File: src/hw/rtl/lzwe_pkg.sv
// shared types and constants of the lzw variable width encoder
package lzwe_pkg;

	localparam int SYM_W      = 8;
	localparam int CODE_W     = 12;
	localparam int CWIDTH_W   = 4;
	localparam int CFG_IDX_W  = 1;
	localparam int CFG_DATA_W = 4;

	// configuration register indexes
	localparam logic [CFG_IDX_W-1:0] REG_MAX_CODE_LENGTH = 1'd0;
	localparam logic [CFG_IDX_W-1:0] REG_EARLY_CHANGE    = 1'd1;

	localparam logic [CFG_DATA_W-1:0] MAX_LEN_RESET = 4'd12;

	typedef struct packed {
		logic [SYM_W-1:0] symbol;
		logic             last;
		logic             first;
	} item_t;

	typedef struct packed {
		logic [CFG_DATA_W-1:0] max_code_length;
		logic                  early_change;
	} cfg_t;

	// handoff between the front queue and the back sequencer
	typedef struct packed {
		logic  valid;
		item_t item;
	} queue_head_t;

endpackage

File: src/hw/rtl/lzwe_front.sv
// front end: accepts words, marks stream start and end, two-entry queue
module lzwe_front import lzwe_pkg::*; (
	input  logic              clk,
	input  logic              arst_n,
	input  logic [SYM_W-1:0]  symbol,
	input  logic              stream_end,
	input  logic              in_valid,
	output logic              in_ready,
	output queue_head_t       head,
	input  logic              pop
);

	item_t       entry_q [2];
	logic        wr_ptr_q;
	logic        rd_ptr_q;
	logic [1:0]  count_q;
	logic        started_q;
	logic        push;

	assign in_ready   = (count_q != 2'd2);
	assign push       = in_valid && in_ready;
	assign head.valid = (count_q != 2'd0);
	assign head.item  = entry_q[rd_ptr_q];

	always_ff @(posedge clk or negedge arst_n) begin
		if (!arst_n) begin
			wr_ptr_q  <= 1'b0;
			rd_ptr_q  <= 1'b0;
			count_q   <= 2'd0;
			started_q <= 1'b0;
		end else begin
			if (push) begin
				wr_ptr_q  <= ~wr_ptr_q;
				started_q <= ~stream_end;
			end
			if (pop) begin
				rd_ptr_q <= ~rd_ptr_q;
			end
			case ({push, pop})
				2'b10:   count_q <= count_q + 2'd1;
				2'b01:   count_q <= count_q - 2'd1;
				default: count_q <= count_q;
			endcase
		end
	end

	always_ff @(posedge clk) begin
		if (push) begin
			entry_q[wr_ptr_q] <= '{symbol: symbol, last: stream_end, first: ~started_q};
		end
	end

endmodule

File: config.mk
export PLATFORM = sky130hd
export DESIGN_NAME = lzwe_front
export DESIGN_NICKNAME = d
export VERILOG_FILES = /design/src/hw/rtl/lzwe_pkg.sv /design/src/hw/rtl/lzwe_front.sv
export SDC_FILE = /design/constraint.sdc
export NUM_CORES = 1
export LEC_CHECK = 0
export ABC_AREA = 1
export BUFFER_PORTS_ARGS = -buffer_cell sky130_fd_sc_hd__buf_4
export CORE_ASPECT_RATIO = 1.4
export CORE_UTILIZATION = 45
export DETAILED_ROUTE_END_ITERATION = 7
export GPL_TIMING_DRIVEN = 0
export PLACE_DENSITY_LB_ADDON = 0.1
export SYNTH_ARGS = -nofsm -noshare
export SYNTH_HDL_FRONTEND = slang
export SYNTH_SLANG_ARGS = --single-unit
File: constraint.sdc
create_clock -name clk -period 3.4 [get_ports clk]
set_input_delay 0.17 -clock clk [delete_from_list [all_inputs] [get_ports clk]]
set_output_delay 0.17 -clock clk [all_outputs]
set_load 0.02 [all_outputs]
==> impl_metrics.json, run 1 <==
{
  "synth_mux_area_share_pct": 0,
  "critPathMaxFanout": 10,
  "timing.slew.headroom_pct": 41.0,
  "area_growth_pct": 24.2,
  "crit_buf_inv": 0,
  "worstRegToRegCells": 3,
  "dieArea_um2": 2420,
  "hp-start": "pop",
  "synth_top_family_by_area": "simple AND/OR/NAND/NOR gates",
  "setup_viol": 0,
  "maxCapViolCount": 0,
  "yosysUniqueCellTypes": 16,
  "grt_max_degree": 14,
  "synth_ff_type": "edfxtp_1",
  "ant_nets": 0,
  "start_util_pct": 49.5,
  "regToRegStartpoint": "count_q[1]",
  "hold_path_depth": 2,
  "via_per_inst": 4.92,
  "drt-total-wl_um": 1650,
  "finalNetCount": 126,
  "clock_sinks": 25,
  "ctsRootBufferMaster": "clkbuf_4",
  "path_cells": "nand2_4 -> nand2_4 -> nor2_1",
  "grt.overflow.total": 0,
  "grt_pass1_wl_um": 2740,
  "end_kind": "flop",
  "dieHeight_um": 57.8,
  "hold_path.class": "in2reg",
  "syn_inst": 82,
  "antenna_cells": 0,
  "ir_drop_mv": 0.519,
  "tritoncts": "built",
  "synth_fp_nets": 96,
  "crit_top_cell": "nand2_4",
  "path_clk_slew_ps": 130,
  "fin_crit_ps": 1670,
  "yosysWarnings": 0,
  "h-tree-depth": 1,
  "cts_buffers": 3,
  "fin_util_pct": 61.5,
  "min_to": "rd_ptr_q",
  "cts_setup_buffers": 0,
  "synth_area_um2": 1000,
  "crit_required_ps": 3340,
  "rsz0062_at_grt": "no",
  "r2r_slack_ps": 1730,
  "crit_type": "reg2reg",
  "final_layout_size_suffix_gt1_share_pct": 30.6,
  "outcome": "complete, no violations",
  "drt_iter0_drc": 14,
  "antenna_found_initial": 0,
  "fmaxAchievable_mhz": 599,
  "synth-simple-area-share_pct": 11.3,
  "skew_ps": 7.81,
  "drv_slew": 0,
  "start_kind": "flop",
  "synthAdderAreaFrac_pct": 1.25,
  "powerDensity_nw_per_um2": 834,
  "max_stage_delay_ps": 670,
  "ys_ff_latch": 25,
  "critPathArrivalTime_ps": 1610,
  "hold_slack_ps": 31.3,
  "dp_hpwl_um": 1230,
  "clk_latency_ps": 300,
  "drt_first_pass_iters": 4,
  "num_vias": 650,
  "synthArstFlopShare_pct": 20.0,
  "synth_edf_count": 20,
  "clk_path_buf_depth": 2,
  "grt_usage_pct": 15.3,
  "synth-xor-area-share_pct": 1.75,
  "core_area_um2": 2020,
  "hold_viol": 0,
  "ys_seq_area_share_pct": 72.5,
  "drc": 0,
  "synth_compound_area_share_pct": 5.88,
  "period_share_pct": 49.1,
  "crit_family": "simple AND/OR/NAND/NOR gates",
  "rr_endpoint": "entry_q[1][5]",
  "ios": 25,
  "worstMarginPinSlew_ps": 881,
  "die_w_um": 41.9,
  "gp_congestion": 0.616,
  "critPathSlowestCell": "nor2_1",
  "leakage_nw": 0.571,
  "finalSetupTns_ps": 0,
  "grt_pass1_vias": 668,
  "port_buffers": 24,
  "rows": 19,
  "avgSynthCellArea_um2": 12.2,
  "wl_per_cell_um": 12.5
}
[layout make-up]
type | instances | area (um^2)
Fill cell | 169 | 777
Sequential cell | 25 | 726
Multi-Input combinational cell | 38 | 201
Timing Repair Buffer | 25 | 190
Inverter | 17 | 63.8
Clock buffer | 4 | 26.3
Tap cell | 21 | 26.3
Buffer | 2 | 10.0
[synthesized netlist by cell type, types with 2 or more instances]
library cell  count  share of area, %
nand3_1           2               1.0
inv_1            16               6.0
edfxtp_1         20                60
o21ai_0          10               5.0
nand2_4           2               2.2
dfrtp_1           5                13
nand2_1          17               6.4
buf_2             2               1.0
[layout by cell type, fill, tap and decap left out, drive strengths merged]
cell          n
buf          26
edfxtp       20
nand2        20
inv          17
o21ai        11
dfrtp         5
clkbuf        4
nand3         2
nor2          1
xnor2         1
xor2          1
nand4         1
ha            1
dlygate4sd3   1
[cell families (layout without fill, tap and decap cells)]
group / Yosys count / after routing
buffers and inverters: 19 / 48
flip-flops: 25 / 25
XOR/XNOR: 2 / 2
AND/OR/NAND/NOR: 24 / 24
AO/OA/AOI/OAI: 11 / 11
adder cells (fa/ha/maj): 1 / 1
[state kept, by name, summed over array words and instances, names as in the netlist]
register	count
count_q	2
rd_ptr_q	1
entry_q	20
wr_ptr_q	1
started_q	1
[power breakdown]
| group | switching [W] | internal [W] | total (W) |
|---|---|---|---|
| combinational | 0.000277 | 0.000171 | 0.000448 |
| clock | 0.0000781 | 0.0000457 | 0.000124 |
| sequential | 0.0000375 | 0.000428 | 0.000465 |
| total | 0.000392 | 0.000644 | 0.00104 |
[per-stage QoR]
stage | power [W] | setup WS [ps] | std cells | cell area, um^2
after floorplan | 0.000742 | 1950 | 82 | 1000
after global placement | 0.000909 | 1750 | 127 | 1210
after detailed placement | 0.000930 | 1720 | 127 | 1210
after CTS | 0.00105 | 1690 | 132 | 1240
after global routing | 0.00111 | 1590 | 132 | 1240
final | 0.00104 | 1730 | 132 | 1240
[how the worst max path moves through the flow]
stage / startpoint / endpoint / slack [ps] / depth (start not counted)
floorplan: count_q[0] / entry_q[1][0] / 1950 / 4
finish: count_q[1] / entry_q[1][5] / 1730 / 3
global route: count_q[0] / entry_q[1][8] / 1590 / 4
CTS: count_q[1] / entry_q[1][8] / 1690 / 3
global placement: count_q[0] / entry_q[1][5] / 1750 / 4
detailed placement: count_q[0] / entry_q[1][5] / 1720 / 4
[what timing repair did]
item                                    in CTS  in global routing
endpoints found under the hold margin        5                  0
gates resized for setup                      0                  0
hold buffers                                 1                  0
endpoints found under the setup margin       0                  0
[metal layers]
layer | global-route usage, % | part of all wire (%) | vias up
met4 | 8.29 | 0.97 | 0
met3 | 2.49 | 3.8 | 2
met1 | 17.3 | 39 | 308
li1 | - | - | 324
met5 | 0 | 0 | -
met2 | 27.2 | 56 | 16
Power figures use the tool's default switching activity.
==> run 2, diff against run 1 <==
clock period = 1.4 ns   (was 3.4 ns; I/O delays follow)
==> run 2 against run 1 <==
Net effect: worst setup slack got worse by 1700 ps; first-iteration DRC count rose by 93%; largest cell class unchanged; global-route usage rose by 1.2 points; critical path depth did not move; sequential share of layout area fell by 5.4 points; combinational power rose to 2.7 times the previous value; flip-flop and latch count did not move; via count rose by 5.2%; sequential power rose by 140%; critical path type is now reg2out; critical endpoint is now head[9].
==> impl_metrics.json, run 2 (same netlist as run 1, synthesis figures left out) <==
{
  "multi_input_area_um2": 209,
  "crit_type": "reg2out",
  "num_vias": 684,
  "critPathSlowestCell": "dfrtp_1",
  "die_w_um": 41.9,
  "seq_area_um2": 726,
  "regMostFlops": "entry_q",
  "grt_usage_pct": 16.4,
  "via_per_inst": 4.75,
  "top_layer": "met4",
  "maxCapViolCount": 0,
  "route.met2.wl_um": 920,
  "n_fill_cell": 152,
  "grt_pass1_vias": 708,
  "ant_nets": 0,
  "worstMarginPinSlew_ps": 420,
  "start_util_pct": 49.5,
  "gp_congestion": 0.661,
  "final_cell_mix": "27 x buf_4, 20 x edfxtp_1, 17 x nand2_1, 16 x inv_1, 11 x dlygate4sd3_1",
  "dieHeight_um": 57.8,
  "grt_pass1_wl_um": 2930,
  "start_kind": "flop",
  "crit_required_ps": 1330,
  "finalSetupTns_ps": 0,
  "critPathArrivalTime_ps": 1260,
  "drt_first_pass_iters": 4,
  "drc": 0,
  "path_clk_slew_ps": 130,
  "clk_path_buf_depth": 2,
  "place_inst": 127,
  "design_area_um2": 1370,
  "fin_crit_ps": 1330,
  "path_cells": "clkbuf_4 -> o21ai_0 -> buf_4",
  "clk_latency_ps": 310,
  "rsz0062_at_grt": "yes",
  "period_share_pct": 94.9,
  "wl_met1_um": 690,
  "max_stage_delay_ps": 410,
  "end_kind": "primary output",
  "area_growth_pct": 37.0,
  "largest_reg_flops": 20,
  "leakage_nw": 0.625,
  "drt-total-wl_um": 1720,
  "hold_path_depth": 3,
  "powerDensity_nw_per_um2": 1930,
  "timing.final.ws_setup_ps": 71.7,
  "h-tree-depth": 1,
  "critPathMaxFanout": 10,
  "worstRegToRegCells": 3,
  "skew_ps": 1.59,
  "core_area_um2": 2020,
  "grt_max_degree": 14,
  "setup_viol": 0,
  "top_regs": "entry_q x20, count_q x2",
  "clock_sinks": 25,
  "stdcell_count": 144,
  "antenna_cells": 0,
  "outcome": "complete, no violations",
  "fmaxAchievable_mhz": 753,
  "ir_drop_mv": 1.35,
  "final_layout_size_suffix_gt1_share_pct": 30.1,
  "grt.overflow.total": 0,
  "tritoncts": "built",
  "dp_slack_ps": -8.19,
  "hold_viol": 0,
  "hold_path.class": "in2reg",
  "drv_slew": 0,
  "ios": 25,
  "dp_hpwl_um": 1180,
  "ctsRootBufferMaster": "clkbuf_4",
  "rows": 19,
  "wl_per_cell_um": 11.9,
  "timing.slew.headroom_pct": 72.0,
  "finalPower_w": 0.00264,
  "post_dp_cell_area_um2": 1210,
  "drt_iter0_drc": 27,
  "port_buffers": 24,
  "antenna_found_initial": 0,
  "finalNetCount": 138,
  "layout_commonest_cell": "buf_4",
  "dieArea_um2": 2420,
  "route.met3.wl_um": 74,
  "cts_buffers": 3
}
-- run 2: cell count changes in the layout (fill, tap and decap cells not counted), moves of 2 or more --
cell,previous run,this run
buf_2,2,0
o21ai_1,0,6
buf_4,24,27
dlygate4sd3_1,1,11
o21ai_0,10,4
-- run 2: critical path, delay by kind of cell, from the launching register on --
| family | cells | cell delay, ps |
|---|---|---|
| buffers and inverters | 2 | 350 |
| DFF | 1 | 410 |
| AOI/OAI and AO/OA | 1 | 170 |
-- run 2: what timing repair did --
action | 4_1_cts | 5_1_grt
hold buffers | 11 | 0
hold endpoints to repair | 25 | 0
setup endpoints to repair | 10 | 21
pin swaps | 0 | 0
buffers inserted | 0 | 2
gates resized for setup | 1 | 9
-- run 2: final timing paths --
kind	from	to	slack (ps)
min in group asynchronous	arst_n	started_q	70
setup reg to reg	count_q[1]	entry_q[0][8]	100
hold reg to reg	wr_ptr_q	wr_ptr_q	490
max in group asynchronous	arst_n	count_q[0]	1230
setup / recovery	rd_ptr_q	head[9]	70
hold / removal	in_valid	wr_ptr_q	30
-- run 2: layout make-up --
type | instances | area share [%]
Buffer | 2 | 1.09
Clock buffer | 4 | 1.92
Inverter | 17 | 4.65
Multi-Input combinational cell | 38 | 15.2
Sequential cell | 25 | 52.9
Tap cell | 21 | 1.92
Timing Repair Buffer | 37 | 22.3
-- run 2: through the flow --
| stage | util (%) | hold slack (ps) |
|---|---|---|
| CTS | 66.9 | 32.8 |
| global route | 67.9 | 44.7 |
| floorplan | - | -226 |
| global placement | 59.9 | -125 |
| detailed placement | 59.9 | -123 |
| finish | 67.9 | 33.7 |
-- run 2: where the power goes --
part / internal, W / switching, W / leakage (nW)
clock network: 0.000111 / 0.000206 / 0.0150
registers: 0.00104 / 0.0000825 / 0.245
logic: 0.000498 / 0.000708 / 0.365
-- run 2: metal layers --
metal  vias up  global-route usage, %
li1        347                      -
met1       310                   17.0
met2        22                   31.7
met3         5                   2.18
met4         0                   8.29
met5         -                      0
